`src/hdl/gppd_pkg.sv`:
```
`timescale 1ns / 1ps

package gppd_pkg;

    localparam logic [3:0] FRAME_LEN = 4'd9;
    localparam logic [3:0] POS_DEVICE_ID = 4'd1;
    localparam logic [3:0] POS_DIRECTION = 4'd3;
    localparam logic [3:0] POS_FACE = 4'd4;
    localparam logic [3:0] POS_STICK_X = 4'd7;
    localparam logic [3:0] POS_LAST = 4'd8;

    localparam logic [7:0] ID_ANALOG_A = 8'h73;
    localparam logic [7:0] ID_ANALOG_B = 8'h79;

    localparam logic [7:0] BTN_CROSS = 8'h40;
    localparam logic [7:0] BTN_CIRCLE = 8'h20;
    localparam logic [7:0] BTN_SQUARE = 8'h80;
    localparam logic [7:0] BTN_TRIANGLE = 8'h10;
    localparam logic [7:0] BTN_R1 = 8'h08;
    localparam logic [7:0] BTN_L1 = 8'h04;
    localparam logic [7:0] BTN_R2 = 8'h02;

    localparam logic [7:0] DIR_UP = 8'h10;
    localparam logic [7:0] DIR_DOWN = 8'h40;
    localparam logic [7:0] DIR_LEFT = 8'h80;
    localparam logic [7:0] DIR_RIGHT = 8'h20;
    localparam logic [7:0] DIR_START = 8'h08;
    localparam logic [7:0] DIR_SELECT = 8'h01;

    localparam logic [1:0] LAYOUT_RESET = 2'd2;
    localparam logic [7:0] LOW_LIMIT_RESET = 8'd40;
    localparam logic [7:0] HIGH_LIMIT_RESET = 8'd210;

    typedef enum logic [1:0] {
        CFG_BUTTON_LAYOUT = 2'd0,
        CFG_STICK_LOW_LIMIT = 2'd1,
        CFG_STICK_HIGH_LIMIT = 2'd2
    } cfg_index_t;

    typedef struct packed {
        logic [7:0] rx_byte;
        logic       frame_start;
    } gppd_in_t;

    typedef struct packed {
        logic button_one;
        logic button_two;
        logic button_three;
        logic button_four;
        logic button_five;
        logic button_six;
        logic start_pressed;
        logic coin_pressed;
        logic dir_up;
        logic dir_down;
        logic dir_left;
        logic dir_right;
    } gppd_out_t;

    typedef struct packed {
        logic [1:0] button_layout;
        logic [7:0] stick_low_limit;
        logic [7:0] stick_high_limit;
    } gppd_cfg_t;

    localparam logic [7:0] LAYOUT_MASKS [4][6] = '{
        '{BTN_CROSS, BTN_CIRCLE, BTN_R2, BTN_SQUARE, BTN_TRIANGLE, BTN_R1},
        '{BTN_SQUARE, BTN_TRIANGLE, BTN_R1, BTN_CROSS, BTN_CIRCLE, BTN_R2},
        '{BTN_CROSS, BTN_CIRCLE, BTN_SQUARE, BTN_TRIANGLE, BTN_L1, BTN_R1},
        '{BTN_SQUARE, BTN_CROSS, BTN_CIRCLE, BTN_TRIANGLE, BTN_L1, BTN_R1}
    };

    // active low: a clear bit means pressed
    function automatic logic pressed(input logic [7:0] value, input logic [7:0] mask);
        return ((value & mask) == 8'h00);
    endfunction

    // mask index 0 is button_one, which lands in result bit 5
    function automatic logic [5:0] map_buttons(input logic [7:0] face,
                                               input logic [1:0] layout);
        logic [5:0] res;
        res = '0;
        for (int i = 0; i < 6; i++) begin
            res[5 - i] = pressed(face, LAYOUT_MASKS[layout][i]);
        end
        return res;
    endfunction

endpackage

```
`src/hdl/game_pad_poll_response_decoder_top.sv`:
```
`timescale 1ns / 1ps

// Decodes a game pad poll response arriving one byte per request, first byte flagged by
// frame_start; the ninth byte of a frame yields one result with mapped buttons and
// directions, other bytes yield none. Throughput is one byte per cycle: a byte is held in
// the input register and its result is then registered in the output register. The input
// side stalls only when a ninth byte sits in the input register while the previous result
// has not been taken. Configuration writes take effect at once and should be made while
// no byte is in flight.
module game_pad_poll_response_decoder_top import gppd_pkg::*; (
    input  logic       aclk,
    input  logic       aresetn,
    input  logic       s_valid,
    output logic       s_ready,
    input  gppd_in_t   s_data,
    output logic       m_valid,
    input  logic       m_ready,
    output gppd_out_t  m_data,
    input  logic       cfg_we,
    input  logic [1:0] cfg_index,
    input  logic [7:0] cfg_wdata
);

    logic      s1_valid_reg;
    gppd_in_t  s1_data_reg;
    logic      m_valid_reg;
    gppd_out_t m_data_reg;
    gppd_cfg_t cfg_reg;
    logic      hit;
    gppd_out_t result;
    logic      out_free;
    logic      s1_fire;

    assign out_free = !m_valid_reg || m_ready;
    assign s1_fire = s1_valid_reg && (!hit || out_free);
    assign s_ready = !s1_valid_reg || s1_fire;

    always_ff @(posedge aclk) begin
        if (!aresetn) begin
            cfg_reg.button_layout <= LAYOUT_RESET;
            cfg_reg.stick_low_limit <= LOW_LIMIT_RESET;
            cfg_reg.stick_high_limit <= HIGH_LIMIT_RESET;
        end else if (cfg_we) begin
            case (cfg_index)
                CFG_BUTTON_LAYOUT:    cfg_reg.button_layout <= cfg_wdata[1:0];
                CFG_STICK_LOW_LIMIT:  cfg_reg.stick_low_limit <= cfg_wdata;
                CFG_STICK_HIGH_LIMIT: cfg_reg.stick_high_limit <= cfg_wdata;
                default: ;
            endcase
        end
    end

    always_ff @(posedge aclk) begin
        if (!aresetn) begin
            s1_valid_reg <= 1'b0;
        end else if (s_ready) begin
            s1_valid_reg <= s_valid;
        end
    end

    always_ff @(posedge aclk) begin
        if (s_valid && s_ready) begin
            s1_data_reg <= s_data;
        end
    end

    gppd_frame_decoder u_decoder (
        .aclk    (aclk),
        .aresetn (aresetn),
        .step    (s1_fire),
        .item    (s1_data_reg),
        .cfg     (cfg_reg),
        .hit     (hit),
        .result  (result)
    );

    always_ff @(posedge aclk) begin
        if (!aresetn) begin
            m_valid_reg <= 1'b0;
        end else if (out_free) begin
            m_valid_reg <= s1_fire && hit;
        end
    end

    always_ff @(posedge aclk) begin
        if (s1_fire && hit) begin
            m_data_reg <= result;
        end
    end

    assign m_valid = m_valid_reg;
    assign m_data = m_data_reg;

    assert property (@(posedge aclk) disable iff (!aresetn)
        $rose(m_valid_reg) |-> $past(s1_fire && hit))
        else $error("result appeared without a last byte");

    assert property (@(posedge aclk) disable iff (!aresetn)
        m_valid_reg && !m_ready && s1_valid_reg && hit |-> !s1_fire && !s_ready)
        else $error("pending result would be overwritten");

    assert property (@(posedge aclk) disable iff (!aresetn)
        s1_valid_reg && !hit |-> s1_fire)
        else $error("byte without result stalled");

endmodule

```
`src/hdl/gppd_frame_decoder.sv`:
```
`timescale 1ns / 1ps

module gppd_frame_decoder import gppd_pkg::*; (
    input  logic      aclk,
    input  logic      aresetn,
    input  logic      step,
    input  gppd_in_t  item,
    input  gppd_cfg_t cfg,
    output logic      hit,
    output gppd_out_t result
);

    logic [3:0] pos_reg;
    logic [3:0] pos_next;
    logic [7:0] device_id_reg;
    logic [7:0] direction_reg;
    logic [7:0] face_reg;
    logic [7:0] stick_x_reg;
    logic [3:0] pos_eff;
    logic       active;
    logic       analog;
    logic [5:0] buttons;

    assign pos_eff = item.frame_start ? 4'd0 : pos_reg;
    assign active = (pos_eff < FRAME_LEN);
    assign hit = (pos_eff == POS_LAST);
    assign pos_next = (step && active) ? pos_eff + 4'd1 : pos_reg;

    always_ff @(posedge aclk) begin
        if (!aresetn) begin
            pos_reg <= FRAME_LEN;
            device_id_reg <= '0;
            direction_reg <= '0;
            face_reg <= '0;
            stick_x_reg <= '0;
        end else begin
            pos_reg <= pos_next;
            if (step && active) begin
                case (pos_eff)
                    POS_DEVICE_ID: device_id_reg <= item.rx_byte;
                    POS_DIRECTION: direction_reg <= item.rx_byte;
                    POS_FACE:      face_reg <= item.rx_byte;
                    POS_STICK_X:   stick_x_reg <= item.rx_byte;
                    default: ;
                endcase
            end
        end
    end

    assign analog = (device_id_reg == ID_ANALOG_A) || (device_id_reg == ID_ANALOG_B);
    assign buttons = map_buttons(face_reg, cfg.button_layout);

    // rx_byte is stick y on the last byte
    always_comb begin
        result.button_one = buttons[5];
        result.button_two = buttons[4];
        result.button_three = buttons[3];
        result.button_four = buttons[2];
        result.button_five = buttons[1];
        result.button_six = buttons[0];
        result.start_pressed = pressed(direction_reg, DIR_START);
        result.coin_pressed = pressed(direction_reg, DIR_SELECT);
        result.dir_up = pressed(direction_reg, DIR_UP)
            || (analog && (item.rx_byte < cfg.stick_low_limit));
        result.dir_down = pressed(direction_reg, DIR_DOWN)
            || (analog && (item.rx_byte > cfg.stick_high_limit));
        result.dir_left = pressed(direction_reg, DIR_LEFT)
            || (analog && (stick_x_reg < cfg.stick_low_limit));
        result.dir_right = pressed(direction_reg, DIR_RIGHT)
            || (analog && (stick_x_reg > cfg.stick_high_limit));
    end

    assert property (@(posedge aclk) disable iff (!aresetn) pos_reg <= FRAME_LEN)
        else $error("byte position out of range");

    assert property (@(posedge aclk) disable iff (!aresetn) step && hit |=> pos_reg == FRAME_LEN)
        else $error("frame not closed after last byte");

    assert property (@(posedge aclk) disable iff (!aresetn)
        step && item.frame_start |=> pos_reg == 4'd1)
        else $error("frame start did not restart position");

endmodule
```
`config.mk`:
```
export PLATFORM = sky130hd
export DESIGN_NAME = game_pad_poll_response_decoder_top
export DESIGN_NICKNAME = d
export VERILOG_FILES = /design/src/hdl/gppd_pkg.sv /design/src/hdl/game_pad_poll_response_decoder_top.sv /design/src/hdl/gppd_frame_decoder.sv
export SDC_FILE = /design/constraint.sdc
export NUM_CORES = 1
export LEC_CHECK = 0
export ABC_AREA = 1
export BUFFER_PORTS_ARGS = -buffer_cell sky130_fd_sc_hd__buf_2
export CAP_MARGIN = 10
export CORE_MARGIN = 2
export CORE_UTILIZATION = 63
export CTS_CLUSTER_DIAMETER = 40
export CTS_CLUSTER_SIZE = 12
export DETAILED_ROUTE_END_ITERATION = 10
export PLACE_DENSITY_LB_ADDON = 0.15
export SLEW_MARGIN = 20
export SYNTH_ARGS = -nofsm -noshare
export SYNTH_HDL_FRONTEND = slang
export SYNTH_HIERARCHICAL = 1
export SYNTH_SLANG_ARGS = --single-unit
```
`constraint.sdc`:
```
create_clock -name aclk -period 5.1 [get_ports aclk]
set_input_delay 0.765 -clock aclk [delete_from_list [all_inputs] [get_ports aclk]]
set_output_delay 0.765 -clock aclk [all_outputs]
set_load 0.01 [all_outputs]
```
==> results.toml <==
[layout]
layout_commonest_cell = "nand2_1"
final_cell_mix = "nand2_1, nor2_1, inv_1"
fin_nets = 587
largest_reg_flops = 18
drive_gt1_frac = 0.139
n_antenna_cell = 0
finalNonFillerCells = 609
area_growth_pct = 11.3

[critical_path]
path_class = "reg -> out"
path_cells = "nor2_1, inv_1, ha_1, nand2_1, nor2_1, nand2_1, inv_1, nand2_1, buf_2"
startpoint = "s1_data_reg[0]"
r2r_start = "s1_data_reg[0]"
r2r_slack_ns = 2.69
max_stage_delay_ns = 0.49
timing.rr.end = "s1_data_reg[5]"
path_max_fanout = 4
end_kind = "primary output"
path_buf_inv = 3
start_kind = "flip-flop"
ff2ff_path_depth = 8
critical_path.most_common_cell = "nand2_1"
required_ns = 4.34
crit_slowest_cell = "edfxtp_1"
critPathArrivalTime_ns = 1.96
crit_family = "simple AND/OR/NAND/NOR gates"

[cts]
cts.htree.levels = 3
root_buffer = "clkbuf_8"
cts-hold-fix-buffers = 0
cts_max_path_buffers = 2
clk_latency_ns = 0.35
numCtsBuffers = 9
cts_setup_buffers = 0
cts.repair.resized = 0
cts_tree = "yes"
cts.sinks = 74
cts.clk_slew.worst_paths_ns = 0.08

[grt]
use_met3 = 0.0429
busiest_layer = "met2"
grt_pass1_wl_um = 12900
grt_use_met1 = 0.339
grt_pass1_vias = 2838
antenna_found_initial = 0
grt_usage = 0.256
gr-usage-met2 = 0.415
grt_overflow_total = 0
grt_max_degree = 36

[die]
dieArea_mm2 = 0.00669
fp.dieH_um = 81.8
core-area_mm2 = 0.00589
boundaryPins = 38
initial_utilization = 0.648
row_count = 28
die_w_um = 81.8

[yosys]
yosysSeqAreaShare = 0.444
syn_area_mm2 = 0.00381
netlist_instances = 489
ys.flop_type = "dfxtp_1"
ys_warn_count = 6
synthArstFlopShare = 0
synth_area_per_cell_um2 = 7.79
ys_ff_latch = 74
synth_nets = 547
synth_cell_types = 29
synth-edff-count = 21

[placed_design]
dp.cells = 593
io_buffer_count = 37
dpl.hpwl_um = 5780
gp_congestion = 0.838

[route]
post-route-drc-count = 0
wire_per_inst_um = 12.9
detail-route-antenna-nets = 0
vias = 3114
avgViaCountPerCell = 5.11
dr.pass1.iters = 4
drt_wl_total_um = 7850
drt_iter0_markers = 167

[timing]
slew_viol_final = 0
fmax_mhz = 367
period_share = 0.534
period_needed_ns = 2.73
relSlewSlack = 0.483
tightest_slew_ns = 0.776
hold_viol = 0
setup_viol = 0
skew_ns = 0.0107
rsz0062_at_grt = "no"
setup_tns_ns = 0

[min_path]
min_path_type = "reg -> reg"
whs_path_depth = 1
hold_start = "u_decoder/direction_reg[3]"
holdPathEnd = "m_data[5]"

[pwr]
p_leak_nw = 2.01
power_per_cell_area_mw_per_mm2 = 289
ir_drop_mv = 0.237

[run]
maxCapViolations = 0

[status]
outcome = "finished clean"
[kinds of logic (layout without fill, tap and decap cells)]
group	after synthesis	after routing	share of synthesized area
simple gates	242	242	0.272
buf+inv	81	126	0.0909
flops	74	74	0.444
compound gates	57	57	0.0788
fa+ha+maj	34	34	0.112
xor+xnor	1	1	0.00230
[how the worst max path moves through the flow]
stage | endpoint | slack (ns) | cells past startpoint
after floorplan | s1_data_reg[0] | 3.01 | 8
after global placement | m_data[10] | 2.79 | 7
after detailed placement | m_data[10] | 2.67 | 7
after CTS | s_ready | 2.40 | 9
after global routing | s_ready | 2.19 | 9
final | s_ready | 2.37 | 9
[routing by layer]
| layer | part of all wire | up-vias |
|---|---|---|
| met1 | 0.46 | 1407 |
| met3 | 0.033 | 13 |
| li1 | - | 1633 |
| met4 | 0.017 | 0 |
| met5 | 0 | - |
| met2 | 0.49 | 61 |
[cell usage after synthesis, types with 3 or more instances]
| master | count | area [µm²] |
|---|---|---|
| nand2_1 | 129 | 484 |
| nor2_1 | 79 | 297 |
| inv_1 | 64 | 240 |
| dfxtp_1 | 53 | 1060 |
| ha_1 | 34 | 425 |
| a21oi_1 | 32 | 160 |
| edfxtp_1 | 21 | 631 |
| o21ai_0 | 18 | 90.1 |
| nand3_1 | 12 | 60.1 |
| nand4_1 | 8 | 50.1 |
| nand2_4 | 4 | 45.0 |
| buf_6 | 3 | 33.8 |
| clkbuf_1 | 3 | 11.3 |
| clkinv_4 | 3 | 26.3 |
| inv_2 | 3 | 11.3 |
| nand2_2 | 3 | 18.8 |
[per-stage QoR]
| step | hold WS, ns | setup slack, ns | util | cell area (µm²) | total power (W) |
|---|---|---|---|---|---|
| floorplan | 0.428 | 3.01 | - | 3810 | 0.000736 |
| global placement | 0.433 | 2.79 | 0.686 | 4040 | 0.000767 |
| detailed placement | 0.444 | 2.67 | 0.686 | 4040 | 0.000774 |
| CTS | 0.459 | 2.40 | 0.720 | 4240 | 0.00123 |
| global route | 0.474 | 2.19 | 0.720 | 4240 | 0.00127 |
| finish | 0.453 | 2.37 | 0.720 | 4240 | 0.00122 |
[power by group]
| group | switching [W] | internal (W) |
|---|---|---|
| Sequential | 0.0000189 | 0.000623 |
| Combinational | 0.0000768 | 0.0000436 |
| Clock | 0.000221 | 0.000240 |
| Total | 0.000317 | 0.000907 |
[final cells by class]
| cell class | instances | area [µm²] |
|---|---|---|
| repair buffers | 37 | 185 |
| clock buffers | 10 | 138 |
| fillers | 480 | 1650 |
| inverters | 73 | 292 |
| well taps | 75 | 93.8 |
| flip-flops and latches | 74 | 1690 |
| multi-input cells | 334 | 1780 |
| clock inverters | 6 | 65.1 |
Power figures use the tool's default switching activity.
